`src/rtl/hsbs_pkg.sv`:
```
// ----------------------------------------------------------------------------
// hsbs_pkg
// Shared types and constants for the scaled HMM backward step core.
// ----------------------------------------------------------------------------
package hsbs_pkg;

   localparam int MAX_STATES_DEF = 16;
   localparam int PROB_BITS_DEF  = 32;

   localparam logic [1:0] FUNC_LOAD    = 2'd0;
   localparam logic [1:0] FUNC_RESTART = 2'd1;
   localparam logic [1:0] FUNC_EMIT    = 2'd2;

   typedef struct packed {
      logic [1:0]  func;
      logic [3:0]  row_index;
      logic [3:0]  col_index;
      logic [31:0] value;
      logic        last_element;
   } req_type;

   typedef struct packed {
      logic [3:0]  state_index;
      logic [31:0] beta_value;
      logic        zero_norm;
      logic        last_of_run;
   } rsp_type;

   typedef enum logic [3:0] {
      ST_IDLE,
      ST_UNI,
      ST_MAC_RD,
      ST_MAC_M1,
      ST_MAC_M2,
      ST_MAC_ACC,
      ST_DIV_START,
      ST_DIV_RUN,
      ST_OUT_RD,
      ST_OUT_SEND
   } state_type;

   // controller -> datapath
   typedef struct packed {
      logic       load_tab;
      logic       load_emit;
      logic       uni_start;
      logic       uni_step;
      logic       clr_acc;
      logic       mac_rd;
      logic       mac_m1;
      logic       mac_m2;
      logic       mac_acc;
      logic       row_done;
      logic       div_start;
      logic       div_step;
      logic       div_store;
      logic       zero_store;
      logic       out_rd;
      logic       set_zflag;
      logic       clr_zflag;
      logic [3:0] i_idx;
      logic [3:0] j_idx;
   } cmd_type;

   // datapath -> controller
   typedef struct packed {
      logic total_zero;
      logic div_done;
      logic uni_done;
   } sts_type;

endpackage

```
`src/rtl/hsbs_ctrl.sv`:
```
// ----------------------------------------------------------------------------
// hsbs_ctrl
// Sequencer: walks the restart, multiply-accumulate, divide and output phases.
// ----------------------------------------------------------------------------
module hsbs_ctrl (
   input  logic              clock,
   input  logic              reset,
   input  logic              req_valid,
   output logic              req_ready,
   input  hsbs_pkg::req_type req_data,
   input  logic [4:0]        n_states,
   output logic              rsp_valid,
   input  logic              rsp_ready,
   output logic              rsp_last,
   output logic [3:0]        rsp_idx,
   output hsbs_pkg::cmd_type cmd,
   input  hsbs_pkg::sts_type sts
);
   import hsbs_pkg::*;

   state_type  state_ff, state_in;
   logic [3:0] i_ff, i_in, j_ff, j_in;
   logic       valid_ff, valid_in;
   logic [3:0] last_idx;
   logic       acc;

   assign last_idx = 4'(n_states - 5'd1);
   assign acc      = req_valid && req_ready;
   assign req_ready = (state_ff == ST_IDLE);
   assign rsp_valid = valid_ff;
   assign rsp_idx   = i_ff;
   assign rsp_last  = (i_ff == last_idx);

   // next state
   always_comb begin
      state_in = state_ff;
      i_in     = i_ff;
      j_in     = j_ff;
      valid_in = valid_ff;
      unique case (state_ff)
         ST_IDLE: begin
            i_in = '0;
            j_in = '0;
            if (acc && req_data.func == FUNC_RESTART) begin
               state_in = ST_UNI;
            end else if (acc && req_data.func == FUNC_EMIT && req_data.last_element) begin
               state_in = ST_MAC_RD;
            end
         end
         ST_UNI: begin
            if (sts.uni_done) state_in = ST_OUT_RD;
         end
         ST_MAC_RD:  state_in = ST_MAC_M1;
         ST_MAC_M1:  state_in = ST_MAC_M2;
         ST_MAC_M2:  state_in = ST_MAC_ACC;
         ST_MAC_ACC: begin
            if (j_ff == last_idx) begin
               j_in = '0;
               if (i_ff == last_idx) begin
                  i_in     = '0;
                  state_in = ST_DIV_START;
               end else begin
                  i_in     = i_ff + 4'd1;
                  state_in = ST_MAC_RD;
               end
            end else begin
               j_in     = j_ff + 4'd1;
               state_in = ST_MAC_RD;
            end
         end
         ST_DIV_START: begin
            if (sts.total_zero) begin
               if (i_ff == last_idx) begin
                  i_in     = '0;
                  state_in = ST_OUT_RD;
               end else begin
                  i_in = i_ff + 4'd1;
               end
            end else begin
               state_in = ST_DIV_RUN;
            end
         end
         ST_DIV_RUN: begin
            if (sts.div_done) begin
               if (i_ff == last_idx) begin
                  i_in     = '0;
                  state_in = ST_OUT_RD;
               end else begin
                  i_in     = i_ff + 4'd1;
                  state_in = ST_DIV_START;
               end
            end
         end
         ST_OUT_RD: begin
            valid_in = 1'b1;
            state_in = ST_OUT_SEND;
         end
         ST_OUT_SEND: begin
            if (rsp_ready) begin
               valid_in = 1'b0;
               if (i_ff == last_idx) begin
                  i_in     = '0;
                  state_in = ST_IDLE;
               end else begin
                  i_in     = i_ff + 4'd1;
                  state_in = ST_OUT_RD;
               end
            end
         end
         default: state_in = ST_IDLE;
      endcase
   end

   // command outputs
   always_comb begin
      cmd = '0;
      cmd.i_idx = i_ff;
      cmd.j_idx = j_ff;
      unique case (state_ff)
         ST_IDLE: begin
            cmd.load_tab   = acc && req_data.func == FUNC_LOAD;
            cmd.load_emit  = acc && req_data.func == FUNC_EMIT;
            cmd.uni_start  = acc && req_data.func == FUNC_RESTART;
            cmd.clr_zflag  = acc && req_data.func == FUNC_RESTART;
            cmd.clr_acc    = acc && req_data.func == FUNC_EMIT;
         end
         ST_UNI:     cmd.uni_step = 1'b1;
         ST_MAC_RD:  cmd.mac_rd = 1'b1;
         ST_MAC_M1:  cmd.mac_m1 = 1'b1;
         ST_MAC_M2:  cmd.mac_m2 = 1'b1;
         ST_MAC_ACC: begin
            cmd.mac_acc  = 1'b1;
            cmd.row_done = (j_ff == last_idx);
         end
         ST_DIV_START: begin
            cmd.div_start  = !sts.total_zero;
            cmd.zero_store = sts.total_zero;
            cmd.set_zflag  = sts.total_zero;
            cmd.clr_zflag  = !sts.total_zero;
         end
         ST_DIV_RUN: begin
            cmd.div_step  = 1'b1;
            cmd.div_store = sts.div_done;
         end
         ST_OUT_RD:   cmd.out_rd = 1'b1;
         ST_OUT_SEND: ;
         default: ;
      endcase
   end

   always_ff @(posedge clock) begin
      if (reset) begin
         state_ff <= ST_IDLE;
         i_ff     <= '0;
         j_ff     <= '0;
         valid_ff <= 1'b0;
      end else begin
         state_ff <= state_in;
         i_ff     <= i_in;
         j_ff     <= j_in;
         valid_ff <= valid_in;
      end
   end

endmodule

```
`config.mk`:
```
export PLATFORM = sky130hd
export DESIGN_NAME = hsbs_ctrl
export DESIGN_NICKNAME = d
export VERILOG_FILES = /design/src/rtl/hsbs_pkg.sv /design/src/rtl/hsbs_ctrl.sv
export SDC_FILE = /design/constraint.sdc
export NUM_CORES = 1
export LEC_CHECK = 0
export BUFFER_PORTS_ARGS = -buffer_cell sky130_fd_sc_hd__buf_2
export CAP_MARGIN = 20
export CORE_MARGIN = 2
export CORE_UTILIZATION = 35
export DETAILED_ROUTE_END_ITERATION = 10
export GPL_TIMING_DRIVEN = 0
export PLACE_DENSITY_LB_ADDON = 0.05
export SETUP_SLACK_MARGIN = 0.5
export SLEW_MARGIN = 5
export SYNTH_ARGS = -nofsm -noshare
export SYNTH_HDL_FRONTEND = slang
export SYNTH_SLANG_ARGS = --single-unit
```
`constraint.sdc`:
```
create_clock -name clock -period 4 [get_ports clock]
set_input_delay 0.6 -clock clock [delete_from_list [all_inputs] [get_ports clock]]
set_output_delay 0.6 -clock clock [all_outputs]
set_load 0.01 [all_outputs]
```
==> flow_metrics.py <==
metrics = {
    "critical_path": {
        "required_ps": 3400,
        "reg2reg_depth": 7,
        "path_max_fanout": 9,
        "endpoint_kind": "output pin",
        "slowest_delay_ps": 560,
        "critPathBufInv": 3,
        "critical_path.reg2reg.startpoint": "state_ff[0]$_SDFFE_PP0P_",
        "ff2ff_setup_slack_ps": 2120,
        "r2r-end": "state_ff[3]$_SDFFE_PP0P_",
        "cpLargestDelayFamily": "simple AND/OR/NAND/NOR gates",
        "startpoint_type": "register",
        "path_class": "reg2out",
        "path_cells": "buf_6 > nor4_2 > nand2_1 > nor3b_1 > buf_4 > buf_2",
        "cp_slowest_cell": "nor4_2",
        "arrival_ps": 1930,
    },
    "route": {
        "drc": 0,
        "vias_per_cell": 5.16,
        "routedWlPerCell_um": 12.6,
        "vias": 1243,
        "final_antenna_net_count": 0,
        "drt_iter0_drc": 23,
        "drtPass1Iterations": 4,
        "drt_wl_total_mm": 3.03,
    },
    "timing": {
        "fin_tns_setup_ps": 0,
        "period_share_pct": 63.3,
        "drv_slew": 0,
        "max_freq_mhz": 395,
        "rsz0062_at_grt": "false",
        "worst_slew_pin_slew_ps": 580,
        "fin_crit_ps": 2530,
        "hold_viol_final": 0,
        "setup_violations": 0,
        "maxSlewHeadroom_pct": 61.0,
        "fin_skew_ps": 1.90,
    },
    "global_routing": {
        "overflow": 0,
        "grt_pass1_wl_mm": 5.02,
        "first_global_vias": 1090,
        "antenna_found_initial": 0,
        "grt_util_all_layers_pct": 17.9,
        "grt_max_degree": 11,
    },
    "synthesis": {
        "synth-edff-count": 0,
        "yosys.area.top_type": "dfxtp_1",
        "syn_nets": 206,
        "async_reset_ff_share_pct": 0,
        "synth_area_um2": 1150,
        "ys_seq_elements": 13,
        "synth_ff_type": "dfxtp_1",
        "synth_area_leaders": "dfxtp_1 23%, nor2_1 4.6%, buf_4 3.9%",
        "synth_cell_types": 52,
        "syn_inst": 148,
        "synth_top_area_share_pct": 22.7,
        "ys_seq_area_share_pct": 22.7,
        "ys_warn_count": 0,
        "avgSynthCellArea_um2": 7.74,
    },
    "layout": {
        "n_antenna_cell": 0,
        "fin_area_um2": 1450,
        "final_cell_mix": "47 x buf_2, 14 x nor2_1, 13 x dfxtp_1, 9 x nand2_1",
        "drive_above_1_share_pct": 33.0,
        "nets": 256,
        "final_common_cell": "buf_2",
        "area_growth_pct": 26.7,
    },
    "pwr": {
        "p_total_mw": 0.634,
        "p_leak_nw": 0.665,
        "powerDensity_nw_per_um2": 437,
        "irDropWorstVdd_uv": 219,
    },
    "placement": {
        "postPlaceCellArea_um2": 1430,
        "dp_hpwl_mm": 2.37,
        "gp_congestion": 0.852,
        "port_buffers": 45,
    },
    "die": {
        "start_util_pct": 37.2,
        "num_rows": 20,
        "dieWidth_um": 61.2,
        "io_pins": 87,
        "core_area_um2": 3080,
        "die_area_um2": 3750,
        "die_h_um": 61.2,
    },
    "cts": {
        "insertion_delay_ps": 280,
        "cts_sinks": 13,
        "postCtsSetupRepairBufs": 0,
        "path_clk_slew_ps": 90,
        "clock_path_buffers": 2,
        "h-tree-depth": 1,
        "cts_buffers": 3,
        "cts_root_buf": "clkbuf_4",
        "hold_buffers": 0,
        "cts.repair.resized": 0,
        "cts_tree": "yes",
    },
    "worst_hold_path": {
        "holdPathEnd": "rsp_valid$_SDFFE_PP0P_",
        "worstHoldStart": "rsp_valid$_SDFFE_PP0P_",
        "holdPathStages": 2,
        "holdCritPathClass": "reg2reg",
    },
    "outcome": {
        "status": "finished, final reports clean",
    },
    "flow_run": {
        "maxCapViolCount": 0,
    },
}
## per-stage QoR
stage | cells | worst slack [ps] | hold slack (ps) | utilization [%]
after detailed placement | 237 | 1470 | 472 | 46.3
after floorplan | 148 | 1700 | 526 | -
after global placement | 237 | 1480 | 468 | 46.3
final | 241 | 1470 | 491 | 47.2
after CTS | 241 | 1450 | 494 | 47.2
after global routing | 241 | 1190 | 525 | 47.2
## where the power goes
part           switching [mW]  total [mW]  internal [mW]
logic                   0.221       0.382          0.161
registers              0.0179       0.163          0.145
clock network          0.0510      0.0897         0.0387
total                   0.290       0.634          0.345
## cells by family after synthesis
| logic type | synth area share (%) |
|---|---|
| fa+ha+maj | 3.28 |
| buf+inv | 9.72 |
| compound gates | 22.8 |
| mux | 0.873 |
| simple gates | 32.3 |
| xor+xnor | 8.30 |
| flops | 22.7 |
## cells in the mapped netlist, drive strengths merged, types with 3 or more instances
cell type,instances
a21oi,9
buf,9
clkbuf,3
dfxtp,13
ha,3
inv,8
nand2,9
nand2b,4
nand3,8
nor2,14
nor2b,3
nor3,9
o21ai,4
o32ai,3
or2,3
xnor2,5
xor2,5
## registers in the layout, summed over array words and instances (netlist names)
name,flops
j_ff,4
rsp_idx,4
rsp_valid,1
state_ff,4
## worst register-to-register path: cells and delay by family (launching register included)
| kind | cells | cell delay [ps] |
|---|---|---|
| compound gates | 3 | 350 |
| simple gates | 2 | 610 |
| buf+inv | 2 | 450 |
| flops | 1 | 370 |
## layer usage
metal | vias up | wire [um] | track usage (%) | part of all wire, %
met1 | 572 | 1490 | 24.7 | 49
met2 | 38 | 1360 | 28.3 | 45
met4 | 0 | 15 | 5.59 | 0.49
li1 | 631 | - | - | -
met5 | - | 0 | 0 | 0
met3 | 2 | 163 | 3.15 | 5.4
## worst max path at each step
stage	slack [ps]	from	endpoint	depth (start not counted)
floorplan	1700	state_ff[2]$_SDFFE_PP0P_	cmd[23]	5
global placement	1480	n_states[0]	cmd[15]	8
detailed placement	1470	n_states[0]	cmd[15]	8
CTS	1450	state_ff[2]$_SDFFE_PP0P_	cmd[23]	6
global route	1190	state_ff[2]$_SDFFE_PP0P_	cmd[23]	6
finish	1470	state_ff[2]$_SDFFE_PP0P_	cmd[23]	6
## final cells by class
type / instances / area, um2
fill: 314 / 1630
inverter: 9 / 33.8
tap: 44 / 55.1
multi-input combinational: 114 / 774
sequential: 13 / 260
buffer: 12 / 77.6
clock buffer: 4 / 26.3
timing repair buffer: 45 / 225
Note: power is estimated with default switching activity, not from simulation.
